--- src/hw/rtl/gpm_pkg.sv ---
// Shared types, codes and helpers of the gyro peak motion classifier.
package gpm_pkg;

   localparam int RATE_W  = 16;
   localparam int MAG_W   = 17;
   localparam int SQ_W    = 31;
   localparam int TIME_W  = 32;
   localparam int CLASS_W = 3;
   localparam int CSR_W   = 16;
   localparam int INDEX_W = 3;

   localparam logic [TIME_W-1:0] QUIET_MS = 32'd80;

   // Result codes.
   localparam logic [CLASS_W-1:0] CLASS_NONE     = 3'd0;
   localparam logic [CLASS_W-1:0] CLASS_OLLIE    = 3'd1;
   localparam logic [CLASS_W-1:0] CLASS_KICKFLIP = 3'd2;
   localparam logic [CLASS_W-1:0] CLASS_HEELFLIP = 3'd3;
   localparam logic [CLASS_W-1:0] CLASS_BS_SHUV  = 3'd4;
   localparam logic [CLASS_W-1:0] CLASS_FS_SHUV  = 3'd5;

   // Register indexes.
   localparam logic [INDEX_W-1:0] CSR_FLIP_MIN   = 3'd0;
   localparam logic [INDEX_W-1:0] CSR_FLIP_RATIO = 3'd1;
   localparam logic [INDEX_W-1:0] CSR_PITCH_MIN  = 3'd2;
   localparam logic [INDEX_W-1:0] CSR_YAW_MIN    = 3'd3;
   localparam logic [INDEX_W-1:0] CSR_YAW_RATIO  = 3'd4;
   localparam logic [INDEX_W-1:0] CSR_ACTIVE_MIN = 3'd5;
   localparam logic [INDEX_W-1:0] CSR_HOLD_MS    = 3'd6;
   localparam logic [INDEX_W-1:0] CSR_WINDOW_MS  = 3'd7;

   typedef struct packed {
      logic [15:0] flip_min;
      logic [9:0]  flip_ratio;
      logic [15:0] pitch_min;
      logic [15:0] yaw_min;
      logic [9:0]  yaw_ratio;
      logic [15:0] active_min;
      logic [15:0] hold_ms;
      logic [15:0] window_ms;
   } gpm_cfg_type;

   // One sample as it reaches the tracking stage.
   typedef struct packed {
      logic signed [RATE_W-1:0] roll;
      logic signed [RATE_W-1:0] pitch;
      logic signed [RATE_W-1:0] yaw;
      logic [MAG_W-1:0]         roll_mag;
      logic [MAG_W-1:0]         pitch_mag;
      logic [MAG_W-1:0]         yaw_mag;
      logic                     active;
      logic [TIME_W-1:0]        time_ms;
   } gpm_item_type;

   // Absolute value; full-scale negative gives 32768.
   function automatic logic [MAG_W-1:0] mag16(input logic signed [RATE_W-1:0] v);
      logic signed [MAG_W-1:0] ext;
      ext = {v[RATE_W-1], v};
      return v[RATE_W-1] ? MAG_W'(-ext) : MAG_W'(ext);
   endfunction

endpackage

--- src/hw/rtl/gpm_lane.sv ---
// One axis lane: magnitude and square, then a second stage that carries the sample.
module gpm_lane
   import gpm_pkg::*;
(
   input  logic                     clock,
   input  logic                     s1_load,
   input  logic                     s2_load,
   input  logic signed [RATE_W-1:0] rate,
   output logic [SQ_W-1:0]          lane_sq,
   output logic signed [RATE_W-1:0] lane_rate,
   output logic [MAG_W-1:0]         lane_mag
);

   logic signed [RATE_W-1:0] s1_rate_ff;
   logic [MAG_W-1:0]         s1_mag_ff;
   logic [SQ_W-1:0]          s1_sq_ff;
   logic signed [RATE_W-1:0] s2_rate_ff;
   logic [MAG_W-1:0]         s2_mag_ff;
   logic [MAG_W-1:0]         mag;
   logic [2*MAG_W-1:0]       sq_full;

   assign mag     = mag16(rate);
   assign sq_full = (2*MAG_W)'(mag) * (2*MAG_W)'(mag);

   always_ff @(posedge clock) begin
      if (s1_load) begin
         s1_rate_ff <= rate;
         s1_mag_ff  <= mag;
         s1_sq_ff   <= sq_full[SQ_W-1:0];
      end
      if (s2_load) begin
         s2_rate_ff <= s1_rate_ff;
         s2_mag_ff  <= s1_mag_ff;
      end
   end

   assign lane_sq   = s1_sq_ff;
   assign lane_rate = s2_rate_ff;
   assign lane_mag  = s2_mag_ff;

endmodule

--- src/hw/rtl/gpm_merge.sv ---
// Merges the three lane squares into the activity decision.
module gpm_merge
   import gpm_pkg::*;
(
   input  logic              clock,
   input  logic              s2_load,
   input  logic [15:0]       active_min,
   input  logic [SQ_W-1:0]   sq_roll,
   input  logic [SQ_W-1:0]   sq_pitch,
   input  logic [SQ_W-1:0]   sq_yaw,
   output logic              active
);

   logic [31:0] thr_ff;
   logic        active_ff;
   logic [32:0] sum;

   // Change the threshold only while idle (unenforced): its square is registered.
   always_ff @(posedge clock) begin
      thr_ff <= 32'(active_min) * 32'(active_min);
      if (s2_load) begin
         active_ff <= sum > {1'b0, thr_ff};
      end
   end

   assign sum    = 33'(sq_roll) + 33'(sq_pitch) + 33'(sq_yaw);
   assign active = active_ff;

endmodule

--- src/hw/rtl/gpm_track.sv ---
// Window, peak and hold tracking with trick classification; drives the result register.
module gpm_track
   import gpm_pkg::*;
(
   input  logic               clock,
   input  logic               reset,
   input  logic               commit,
   input  gpm_item_type       item,
   input  gpm_cfg_type        cfg,
   output logic [CLASS_W-1:0] motion_class,
   output logic               fresh
);

   logic signed [RATE_W-1:0] roll_peak_ff, pitch_peak_ff, yaw_peak_ff;
   logic signed [RATE_W-1:0] roll_peak_in, pitch_peak_in, yaw_peak_in;
   logic                     window_open_ff, window_open_in;
   logic [TIME_W-1:0]        window_start_ff, window_start_in;
   logic [TIME_W-1:0]        last_active_ff, last_active_in;
   logic                     hold_active_ff, hold_active_in;
   logic [TIME_W-1:0]        hold_start_ff, hold_start_in;
   logic [CLASS_W-1:0]       held_class_ff, held_class_in;
   logic [CLASS_W-1:0]       class_ff, class_in;
   logic                     fresh_ff, fresh_in;

   logic                     hold_busy;
   logic signed [RATE_W-1:0] roll_eff, pitch_eff, yaw_eff;
   logic [TIME_W-1:0]        start_eff, last_eff;
   logic                     open_eff, quiet, done;
   logic [MAG_W-1:0]         fp, op, sp;
   logic [26:0]              yaw_prod, flip_prod;
   logic [CLASS_W-1:0]       cls;

   assign hold_busy = hold_active_ff &&
                      ((item.time_ms - hold_start_ff) < TIME_W'(cfg.hold_ms));

   // Peaks, window start and last activity as they stand after this sample.
   always_comb begin
      roll_eff  = roll_peak_ff;
      pitch_eff = pitch_peak_ff;
      yaw_eff   = yaw_peak_ff;
      if (item.active) begin
         if (item.roll_mag > mag16(roll_peak_ff))   roll_eff  = item.roll;
         if (item.pitch_mag > mag16(pitch_peak_ff)) pitch_eff = item.pitch;
         if (item.yaw_mag > mag16(yaw_peak_ff))     yaw_eff   = item.yaw;
      end
   end

   assign open_eff  = window_open_ff || item.active;
   assign start_eff = (item.active && !window_open_ff) ? item.time_ms : window_start_ff;
   assign last_eff  = item.active ? item.time_ms : last_active_ff;
   assign quiet     = !item.active && ((item.time_ms - last_eff) >= QUIET_MS);
   assign done      = (item.time_ms - start_eff) >= TIME_W'(cfg.window_ms);

   assign fp        = mag16(roll_eff);
   assign op        = mag16(pitch_eff);
   assign sp        = mag16(yaw_eff);
   assign yaw_prod  = 27'(op) * 27'(cfg.yaw_ratio);
   assign flip_prod = 27'(op) * 27'(cfg.flip_ratio);

   always_comb begin
      if (sp >= MAG_W'(cfg.yaw_min) && fp < MAG_W'(cfg.flip_min) &&
          27'({sp, 8'b0}) >= yaw_prod) begin
         cls = (yaw_eff > 0) ? CLASS_BS_SHUV : CLASS_FS_SHUV;
      end else if (fp >= MAG_W'(cfg.flip_min) && 27'({fp, 8'b0}) >= flip_prod) begin
         cls = (roll_eff > 0) ? CLASS_KICKFLIP : CLASS_HEELFLIP;
      end else if (op >= MAG_W'(cfg.pitch_min)) begin
         cls = CLASS_OLLIE;
      end else begin
         cls = CLASS_NONE;
      end
   end

   always_comb begin
      roll_peak_in    = roll_peak_ff;
      pitch_peak_in   = pitch_peak_ff;
      yaw_peak_in     = yaw_peak_ff;
      window_open_in  = window_open_ff;
      window_start_in = window_start_ff;
      last_active_in  = last_active_ff;
      hold_active_in  = hold_active_ff;
      hold_start_in   = hold_start_ff;
      held_class_in   = held_class_ff;
      class_in        = CLASS_NONE;
      fresh_in        = 1'b0;
      if (hold_busy) begin
         // The sample is dropped while a detected class is held.
         class_in = held_class_ff;
      end else begin
         hold_active_in  = 1'b0;
         roll_peak_in    = roll_eff;
         pitch_peak_in   = pitch_eff;
         yaw_peak_in     = yaw_eff;
         window_open_in  = open_eff;
         window_start_in = start_eff;
         last_active_in  = last_eff;
         if (open_eff && (quiet || done)) begin
            held_class_in   = cls;
            roll_peak_in    = '0;
            pitch_peak_in   = '0;
            yaw_peak_in     = '0;
            window_open_in  = 1'b0;
            window_start_in = '0;
            last_active_in  = '0;
            if (cls != CLASS_NONE) begin
               hold_active_in = 1'b1;
               hold_start_in  = item.time_ms;
               class_in       = cls;
               fresh_in       = 1'b1;
            end
         end
      end
   end

   always_ff @(posedge clock) begin
      if (reset) begin
         roll_peak_ff    <= '0;
         pitch_peak_ff   <= '0;
         yaw_peak_ff     <= '0;
         window_open_ff  <= 1'b0;
         window_start_ff <= '0;
         last_active_ff  <= '0;
         hold_active_ff  <= 1'b0;
         hold_start_ff   <= '0;
         held_class_ff   <= CLASS_NONE;
      end else if (commit) begin
         roll_peak_ff    <= roll_peak_in;
         pitch_peak_ff   <= pitch_peak_in;
         yaw_peak_ff     <= yaw_peak_in;
         window_open_ff  <= window_open_in;
         window_start_ff <= window_start_in;
         last_active_ff  <= last_active_in;
         hold_active_ff  <= hold_active_in;
         hold_start_ff   <= hold_start_in;
         held_class_ff   <= held_class_in;
      end
   end

   always_ff @(posedge clock) begin
      if (commit) begin
         class_ff <= class_in;
         fresh_ff <= fresh_in;
      end
   end

   assign motion_class = class_ff;
   assign fresh        = fresh_ff;

endmodule

--- src/hw/rtl/gyro_peak_motion_classifier.sv ---
// Top level of the gyro peak motion classifier: lanes, merge, tracking and register file.
//
// The req_ channel carries one gyro sample per beat (roll, pitch and yaw rate in
// raw signed counts plus a millisecond timestamp); the rsp_ channel returns exactly
// one beat per sample with the motion class and a fresh flag that marks a newly
// detected trick. Both channels use valid/ready.
// Registers are written through csr_write_enable, csr_index and csr_data, only
// while no sample is in flight; the user must ensure this, the block does not.
// A sample passes the stage 1 lane registers, the stage 2 lane and merge registers
// and the tracking result register before rsp_valid rises. Throughput is one
// sample per cycle while rsp is not stalled: three axis lanes square in parallel,
// the merge stage sums the squares against the squared threshold, and the
// tracking stage updates the peaks, window and hold for one sample per cycle.
// Each stage has its own valid bit, so a stalled rsp beat only blocks the
// stages behind it once they fill; up to three samples are held in flight.
// A synchronous reset empties the pipeline, clears the window, peaks and hold,
// and loads the register defaults; req_ready is low while reset is high.
module gyro_peak_motion_classifier
   import gpm_pkg::*;
(
   input  logic                     clock,
   input  logic                     reset,
   input  logic                     req_valid,
   output logic                     req_ready,
   input  logic signed [RATE_W-1:0] req_roll_rate,
   input  logic signed [RATE_W-1:0] req_pitch_rate,
   input  logic signed [RATE_W-1:0] req_yaw_rate,
   input  logic [TIME_W-1:0]        req_time_ms,
   output logic                     rsp_valid,
   input  logic                     rsp_ready,
   output logic [CLASS_W-1:0]       rsp_motion_class,
   output logic                     rsp_fresh,
   input  logic                     csr_write_enable,
   input  logic [INDEX_W-1:0]       csr_index,
   input  logic [CSR_W-1:0]         csr_data
);

   gpm_cfg_type       cfg_ff;
   logic              s1_valid_ff, s1_valid_in;
   logic              s2_valid_ff, s2_valid_in;
   logic              rsp_valid_ff, rsp_valid_in;
   logic [TIME_W-1:0] s1_time_ff, s2_time_ff;
   logic              out_ready, s2_ready, s1_ready;
   logic              req_fire, s1_adv, s2_adv;
   logic [SQ_W-1:0]   sq_roll, sq_pitch, sq_yaw;
   gpm_item_type      item;

   always_ff @(posedge clock) begin
      if (reset) begin
         cfg_ff.flip_min   <= 16'd14410;
         cfg_ff.flip_ratio <= 10'd346;
         cfg_ff.pitch_min  <= 16'd9825;
         cfg_ff.yaw_min    <= 16'd11135;
         cfg_ff.yaw_ratio  <= 10'd320;
         cfg_ff.active_min <= 16'd4585;
         cfg_ff.hold_ms    <= 16'd400;
         cfg_ff.window_ms  <= 16'd480;
      end else if (csr_write_enable) begin
         case (csr_index)
            CSR_FLIP_MIN:   cfg_ff.flip_min   <= csr_data;
            CSR_FLIP_RATIO: cfg_ff.flip_ratio <= csr_data[9:0];
            CSR_PITCH_MIN:  cfg_ff.pitch_min  <= csr_data;
            CSR_YAW_MIN:    cfg_ff.yaw_min    <= csr_data;
            CSR_YAW_RATIO:  cfg_ff.yaw_ratio  <= csr_data[9:0];
            CSR_ACTIVE_MIN: cfg_ff.active_min <= csr_data;
            CSR_HOLD_MS:    cfg_ff.hold_ms    <= csr_data;
            CSR_WINDOW_MS:  cfg_ff.window_ms  <= csr_data;
            default: ;
         endcase
      end
   end

   // Per-stage flow control: a stage can load when it is empty or moving on.
   assign out_ready = !rsp_valid_ff || rsp_ready;
   assign s2_ready  = !s2_valid_ff || out_ready;
   assign s1_ready  = !s1_valid_ff || s2_ready;
   assign req_ready = s1_ready && !reset;
   assign req_fire  = req_valid && req_ready;
   assign s1_adv    = s1_valid_ff && s2_ready;
   assign s2_adv    = s2_valid_ff && out_ready;

   assign s1_valid_in  = req_fire || (s1_valid_ff && !s2_ready);
   assign s2_valid_in  = s1_adv || (s2_valid_ff && !out_ready);
   assign rsp_valid_in = s2_adv || (rsp_valid_ff && !rsp_ready);

   always_ff @(posedge clock) begin
      if (reset) begin
         s1_valid_ff  <= 1'b0;
         s2_valid_ff  <= 1'b0;
         rsp_valid_ff <= 1'b0;
      end else begin
         s1_valid_ff  <= s1_valid_in;
         s2_valid_ff  <= s2_valid_in;
         rsp_valid_ff <= rsp_valid_in;
      end
   end

   always_ff @(posedge clock) begin
      if (req_fire) s1_time_ff <= req_time_ms;
      if (s1_adv)   s2_time_ff <= s1_time_ff;
   end

   gpm_lane u_lane_roll (
      .clock     (clock),
      .s1_load   (req_fire),
      .s2_load   (s1_adv),
      .rate      (req_roll_rate),
      .lane_sq   (sq_roll),
      .lane_rate (item.roll),
      .lane_mag  (item.roll_mag)
   );

   gpm_lane u_lane_pitch (
      .clock     (clock),
      .s1_load   (req_fire),
      .s2_load   (s1_adv),
      .rate      (req_pitch_rate),
      .lane_sq   (sq_pitch),
      .lane_rate (item.pitch),
      .lane_mag  (item.pitch_mag)
   );

   gpm_lane u_lane_yaw (
      .clock     (clock),
      .s1_load   (req_fire),
      .s2_load   (s1_adv),
      .rate      (req_yaw_rate),
      .lane_sq   (sq_yaw),
      .lane_rate (item.yaw),
      .lane_mag  (item.yaw_mag)
   );

   gpm_merge u_merge (
      .clock      (clock),
      .s2_load    (s1_adv),
      .active_min (cfg_ff.active_min),
      .sq_roll    (sq_roll),
      .sq_pitch   (sq_pitch),
      .sq_yaw     (sq_yaw),
      .active     (item.active)
   );

   assign item.time_ms = s2_time_ff;

   gpm_track u_track (
      .clock        (clock),
      .reset        (reset),
      .commit       (s2_adv),
      .item         (item),
      .cfg          (cfg_ff),
      .motion_class (rsp_motion_class),
      .fresh        (rsp_fresh)
   );

   assign rsp_valid = rsp_valid_ff;

endmodule

--- config.mk ---
export PLATFORM = sky130hd
export DESIGN_NAME = gyro_peak_motion_classifier
export DESIGN_NICKNAME = d
export VERILOG_FILES = /design/src/hw/rtl/gpm_pkg.sv /design/src/hw/rtl/gpm_lane.sv /design/src/hw/rtl/gpm_merge.sv /design/src/hw/rtl/gpm_track.sv /design/src/hw/rtl/gyro_peak_motion_classifier.sv
export SDC_FILE = /design/constraint.sdc
export NUM_CORES = 2
export LEC_CHECK = 0
export ABC_AREA = 1
export ABC_CLOCK_PERIOD_IN_PS = 28200
export BUFFER_PORTS_ARGS = -buffer_cell sky130_fd_sc_hd__buf_2
export CAP_MARGIN = 20
export CORE_MARGIN = 4
export CORE_UTILIZATION = 65
export CTS_BUF_LIST = sky130_fd_sc_hd__clkbuf_16
export DETAILED_ROUTE_END_ITERATION = 8
export GPL_TIMING_DRIVEN = 0
export PLACE_DENSITY = 0.85
export RECOVER_POWER = 25
export SETUP_SLACK_MARGIN = 0.1
export SYNTH_ARGS = -nofsm -noshare
export SYNTH_HDL_FRONTEND = slang
export SYNTH_SLANG_ARGS = --single-unit
--- constraint.sdc ---
create_clock -name clock -period 28.2 [get_ports clock]
set_input_delay 1.41 -clock clock [delete_from_list [all_inputs] [get_ports clock]]
set_output_delay 1.41 -clock clock [all_outputs]
set_load 0.01 [all_outputs]
# --- After elaboration in Yosys (flattened, before gate mapping) ---
# Index checks and enable logic that the tools add are counted.
op_classes:
  add_sub_neg: 14
  mul: 6
  n_lt_le_gt_ge: 15
  n_eq_ne: 7
  n_mux: 33
  n_bitwise: 1
  n_reduce_logical: 44
op_table:
  columns: ["cell", "n"]
  rows:
  - ["two-way mux 17 bit", 9]
  - ["negation 16 -> 17 bit", 9]
  - ["two-way mux 16 bit", 9]
  - ["two-way mux 32 bit", 4]
  - ["subtractor 32 bit", 3]
  - ["multiplier 17 x 17 -> 31 bit", 3]
  - ["greater-or-equal comparator 25 x 27 -> 1 bit", 2]
  - ["multiplier 17 x 10 -> 27 bit", 2]
  - ["greater-or-equal comparator 17 x 16 -> 1 bit", 3]
  - ["greater-than comparator 17 bit", 3]
  - ["adder 33 x 31 -> 33 bit", 1]
  - ["greater-than comparator 33 x 32 -> 1 bit", 1]
  - ["adder 31 x 31 -> 32 bit", 1]
  - ["greater-or-equal comparator 32 x 16 -> 1 bit", 1]
  - ["greater-or-equal comparator 32 x 7 -> 1 bit, second input constant", 1]
  - ["greater-than comparator 16 x 1 -> 1 bit, second input constant", 2]
  - ["less-than comparator 32 x 16 -> 1 bit", 1]
  - ["multiplier 16 x 16 -> 32 bit", 1]
  - ["AND reduction 2 bit", 9]
  - ["less-than comparator 17 x 16 -> 1 bit", 1]
  - ["two-way mux 3 bit", 5]
  - ["logical AND 1 bit", 14]
  - ["== test 3 bit, second input constant", 4]
  - ["zero test 1 bit", 9]
  - ["other kinds (9)", 22]
word_totals:
  ff_bits: 660
  input_bits: 104

# --- Longest topological paths before layout ---
logic_depth:
  ltp_word: 16
  mapped_depth: 64

# --- Modules after synthesis ---
# A second synthesis with hierarchy kept.
unflattened:
  cells_unflattened: 10988
  area_unflattened_um2: 84668.7
modules_own_cells:
  columns: ["module", "instances", "cells_each", "area_each_um2"]
  rows:
  - ["gpm_track", 1, 5066, 31600.3]
  - ["gpm_lane at u_lane_roll ...", 2, 1216, 11636.2]
  - ["gpm_merge", 1, 1589, 11913.9]
  - ["gpm_lane at u_lane_pitch", 1, 1200, 11434.7]
  - ["gyro_peak_motion_classifier", 1, 701, 6447.4]

# --- Worst setup path before layout ---
# No wires, ideal clock.
synth_path:
  path_type: "input port to flip-flop"
  startpoint: "in reset"
  endpoint: "reg s1_time_ff[0] (enable)"
  setup_ns: 0.794
  arrival_time_ns: 11.068
  setup_slack_ns: 16.338
  stages: 5
  n_path_buf: 2
  cell_sequence: "inv_1 clkbuf_1 clkbuf_1 nand2_1 nor2_1"
synth_via:
  elab_chain_cells: 3
synth_lines:
  columns: ["item", "line", "rtl"]
  rows:
  - ["start, declared", "gyro_peak_motion_classifier.sv:22", "input logic reset,"]
  - ["zero test 1 bit", "gyro_peak_motion_classifier.sv:77", "assign req_ready = s1_ready && !reset;"]
  - ["logical AND 1 bit", "gyro_peak_motion_classifier.sv:77", null]
  - ["logical AND 1 bit", "gyro_peak_motion_classifier.sv:78", "assign req_fire = req_valid && req_ready;"]
  - ["named net req_fire", "gyro_peak_motion_classifier.sv:44", "logic req_fire, s1_adv, s2_adv;"]
  - ["end signal, assigned", "gyro_peak_motion_classifier.sv:99", "if (req_fire) s1_time_ff <= req_time_ms;"]
  - ["end, declared", "gyro_peak_motion_classifier.sv:42", "logic [TIME_W-1:0] s1_time_ff, s2_time_ff;"]
# The timed path passes the listed nets, and every way through them passes these cells.
# A chain may end at the register's enable or synchronous reset.

# --- Worst setup path in the final report ---
layout_path:
  startpoint: "reg u_track.pitch_peak_ff[1]"
  endpoint: "reg u_track.hold_start_ff[25]"
layout_via:
  elab_chain_cells: 14
  elab_cells_between_ends: 19
layout_lines:
  columns: ["item", "line", "rtl"]
  rows:
  - ["start, declared", "gpm_track.sv:14", "logic signed [RATE_W-1:0] roll_peak_ff, pitch_peak_ff, yaw_peak_ff;"]
  - ["start signal, assigned", "gpm_track.sv:127", "pitch_peak_ff <= pitch_peak_in;"]
  - ["negation 16 -> 17 bit", "gpm_pkg.sv:59", "return v[RATE_W-1] ? MAG_W'(-ext) : MAG_W'(ext);"]
  - ["two-way mux 17 bit", "gpm_pkg.sv:59", null]
  - ["greater-than comparator 17 bit", "gpm_track.sv:43", "if (item.pitch_mag > mag16(pitch_peak_ff)) pitch_eff = item.pitch;"]
  - ["two-way mux 16 bit", "gpm_track.sv:43", null]
  - ["two-way mux 16 bit *", "gpm_track.sv:41", "if (item.active) begin"]
  - ["negation 16 -> 17 bit", "gpm_pkg.sv:59", null]
  - ["two-way mux 17 bit *", "gpm_pkg.sv:59", null]
  - ["multiplier 17 x 10 -> 27 bit", "gpm_track.sv:58", "assign flip_prod = 27'(op) * 27'(cfg.flip_ratio);"]
  - ["greater-or-equal comparator 25 x 27 -> 1 bit", "gpm_track.sv:64", "end else if (fp >= MAG_W'(cfg.flip_min) && 27'({fp, 8'b0}) >= flip_prod) begin"]
  - ["logical AND 1 bit", "gpm_track.sv:64", null]
  - ["two-way mux 3 bit", "gpm_track.sv:64", null]
  - ["two-way mux 3 bit *", "gpm_track.sv:61", "if (sp >= MAG_W'(cfg.yaw_min) && fp < MAG_W'(cfg.flip_min) &&"]
  - ["nonzero test 3 bit *", "gpm_track.sv:104", "if (cls != CLASS_NONE) begin"]
  - ["AND reduction 4 bit (no line) *", null, null]
  - ["end signal, assigned", "gpm_track.sv:133", "hold_start_ff <= hold_start_in;"]
  - ["end, declared", "gpm_track.sv:20", "logic [TIME_W-1:0] hold_start_ff, hold_start_in;"]
# Every way passes the cells marked *; elsewhere a longest branch is shown, timed or not.

==> flow_summary.json <==
{
  "outcome": "complete, but fails checks",
  "failing_checks": "DRC, capacitance limit, slew limit",
  "vias_per_cell": 5.62,
  "vias": 69300,
  "h-tree-depth": 3,
  "worstSkewPairLatency_ns": 0.67,
  "synth_to_final_area_change_pct": 7.18,
  "cts_hold_buffers": 0,
  "drive_gt1_share_pct": 3.18,
  "clk_root_buf": "sky130_fd_sc_hd__clkbuf_16",
  "cts_num_sinks": 647,
  "fin_crit_ns": 13.19,
  "postCtsResizedCells": 0,
  "arrival_ns": 13.75,
  "timing.slew.headroom_pct": -4.20,
  "avgSynthCellArea_sq_um": 7.88,
  "number_of_buffers_added_by_the_clock_tree_synthesis_step": 73,
  "cp_slowest_cell": "sky130_fd_sc_hd__clkbuf_1",
  "numPortBuffers": 107,
  "first_global_vias": 70400,
  "post_synth_instance_area_sq_um": 81200,
  "cp_startpoint_kind": "flip-flop",
  "drc": 1,
  "netlist_top_cells_count": "sky130_fd_sc_hd__inv_1 (2,320), sky130_fd_sc_hd__nand2_1 (2,212), sky130_fd_sc_hd__fa_1 (980), sky130_fd_sc_hd__nor2_1 (953), sky130_fd_sc_hd__ha_1 (852)",
  "dr.first_iter.drc_count": 7196,
  "worst_hold_slack_ns": 0.413,
  "yosys.area.top_type_share_pct": 24.2,
  "ys_ff_latch": 647,
  "route.antenna.remaining_nets": 0,
  "setup_violations": 0,
  "antenna_found_initial": 18,
  "timing.critical_path.to": "u_track.hold_start_ff[25]$_SDFFE_PP0P_",
  "die-width_um": 361,
  "rows": 129,
  "final_worst_clock_skew_ns": 0.0343,
  "synth-edff-count": 348,
  "wl_per_cell_um": 19.2,
  "synthArstFlopShare_pct": 0,
  "wire_length_of_the_first_global_routing_pass_um": 374000,
  "synth_seq_area_share_pct": 20.2,
  "fin_crit_sh_pct": 46.8,
  "floorplan.core_area_sq_um": 124000,
  "worst_r2r_endpoint": "u_track.hold_start_ff[25]$_SDFFE_PP0P_",
  "worst-endpoint-required_ns": 28.76,
  "final_hold_viol_count": 0,
  "critical_path.reg2reg.startpoint": "u_track.pitch_peak_ff[1]$_SDFFE_PP0P_",
  "start_util_pct": 65.6,
  "postCtsSetupBuffers": 0,
  "tightestPinTransition_ns": 1.55,
  "synth_top_area_cell": "sky130_fd_sc_hd__fa_1",
  "die_h_um": 361,
  "grt_start_max_net_pins": 98,
  "synthFlopType": "sky130_fd_sc_hd__edfxtp_1",
  "upper_clock_frequency_limit_ghz": 0.0758,
  "startpoint": "u_track.pitch_peak_ff[1]$_SDFFE_PP0P_",
  "hpwl_um": 196000,
  "worst-setup-path-type": "flip-flop to flip-flop",
  "clk_pin_slew_worst_paths_ns": 0.06,
  "timing.reg2reg.worst_path_depth": 60,
  "route.final.wire_length_um": 237000,
  "post-synth-top-count-cell": "sky130_fd_sc_hd__inv_1",
  "syn_inst": 10300,
  "critical_path_peak_fanout": 11,
  "synth.yosys.warnings": 0,
  "endpoint_kind": "flip-flop",
  "ff2ff_setup_slack_ns": 15.01,
  "grt.total_usage_pct": 36.5,
  "fin_nets": 12600,
  "netlist_top_cells_area": "sky130_fd_sc_hd__fa_1 (24%), sky130_fd_sc_hd__ha_1 (13%), sky130_fd_sc_hd__edfxtp_1 (13%)",
  "final_core_utilization_pct": 70.3,
  "cts_max_path_buffers": 3,
  "final_max_slew_viol_count": 33,
  "num_io_pins": 110,
  "rsz0062_at_grt": "no",
  "timing.critical_path.slowest_cell_delay_ns": 0.84,
  "overflow": 0,
  "critical_path.most_common_cell": "sky130_fd_sc_hd__nand2_1",
  "number_of_max_cap_violations": 1,
  "timing.setup.tns_ns": 0,
  "drt_pass1_iterations": 9,
  "floorplan.die_area_sq_um": 131000,
  "synthDistinctLibCells": 67,
  "gpl.final_weighted_congestion": 1.01,
  "cts_tree": "done",
  "min-delay-path-class": "flip-flop to flip-flop"
}
how the worst min path moves through the flow:
stage | start | to | cells after the start
after floorplan | cfg_ff[32]$_SDFFE_PP1P_ | u_merge.thr_ff[0]$_DFF_P_ | 0
after global placement | s1_time_ff[30]$_DFFE_PP_ | s2_time_ff[30]$_DFFE_PP_ | 0
after detailed placement | s1_time_ff[24]$_DFFE_PP_ | s2_time_ff[24]$_DFFE_PP_ | 0
after CTS | u_lane_roll.s1_mag_ff[11]$_DFFE_PP_ | u_lane_roll.lane_mag[11]$_DFFE_PP_ | 0
after global routing | u_lane_roll.s1_rate_ff[7]$_DFFE_PP_ | u_lane_roll.lane_rate[7]$_DFFE_PP_ | 0
final | s1_time_ff[3]$_DFFE_PP_ | s2_time_ff[3]$_DFFE_PP_ | 0
through the flow:
| stage | std cells | cell area [sq um] | setup WS [ns] |
|---|---|---|---|
| after floorplan | 10400 | 81700 | 16.34 |
| after global placement | 12200 | 84200 | 11.25 |
| after detailed placement | 12200 | 84400 | 15.41 |
| after CTS | 12300 | 87000 | 15.32 |
| after global routing | 12300 | 87000 | 14.22 |
| final | 12300 | 87000 | 15.01 |
metal layers:
metal  track usage [%]  routed length (um)  vias up
met5                 0                 107        -
met4              19.5               14600       16
met3              7.64               23700      801
met2              58.2              107000     3340
met1              47.0               91400    32900
li1                  -                   -    32300
sequential cells by signal, summed over array words and instances (netlist names), 17 cells and up:
signal,count
u_lane_roll.lane_sq,30
s2_time_ff,32
u_track.last_active_ff,32
u_track.hold_start_ff,32
u_lane_roll.lane_mag,17
u_lane_yaw.lane_sq,30
u_lane_pitch.lane_mag,17
u_lane_pitch.lane_sq,30
cfg_ff,116
s1_time_ff,32
u_track.window_start_ff,32
u_merge.thr_ff,31
u_lane_yaw.lane_mag,17
final cells by class:
cell class,count,area [sq um]
multi-input cells,7190,55300
repair buffers,117,649
diodes,11,27.5
clock inverters,57,712
clock buffers,76,1900
plain buffers,232,1040
flip-flops and latches,647,16400
inverters,2362,8870
well taps,1637,2050
fillers,9795,36800
layout by cell type, fill, tap and decap left out, types with 98 or more instances in the layout:
cell and n:
sky130_fd_sc_hd__dfxtp_1 299, sky130_fd_sc_hd__o21ai_0 310, sky130_fd_sc_hd__nor2_1 952, sky130_fd_sc_hd__buf_2 105, sky130_fd_sc_hd__nand4_1 111, sky130_fd_sc_hd__ha_1 852
sky130_fd_sc_hd__xnor2_1 98, sky130_fd_sc_hd__edfxtp_1 348, sky130_fd_sc_hd__inv_1 2324, sky130_fd_sc_hd__xor2_1 248, sky130_fd_sc_hd__fa_1 980, sky130_fd_sc_hd__clkbuf_1 203
sky130_fd_sc_hd__conb_1 130, sky130_fd_sc_hd__a21oi_1 562, sky130_fd_sc_hd__nand2_1 2212, sky130_fd_sc_hd__nand3_1 276
kinds of logic after synthesis:
| logic type | after synthesis | share of synthesized area [%] |
|---|---|---|
| and+or+nand+nor | 3770 | 18.9 |
| xor gates and xnor gates | 346 | 3.73 |
| buffers and inverters | 2594 | 12.2 |
| other | 2 | 0.00925 |
| adders and majority gates | 1832 | 37.3 |
| DFF | 647 | 20.2 |
| AOI/OAI and AO/OA | 1112 | 7.57 |
critical path, delay by kind of cell (launching register included):
family / cells / cell delay [ns]
buffers and inverters: 12 / 2.35
AO/OA/AOI/OAI: 10 / 2.22
XOR/XNOR: 2 / 0.42
flip-flops: 1 / 0.34
AND/OR/NAND/NOR: 26 / 4.14
adder cells (fa/ha/maj): 10 / 3.54
Power is not shown: default switching activity piles up to over one toggle a cycle in this logic, so the estimate is an artifact.
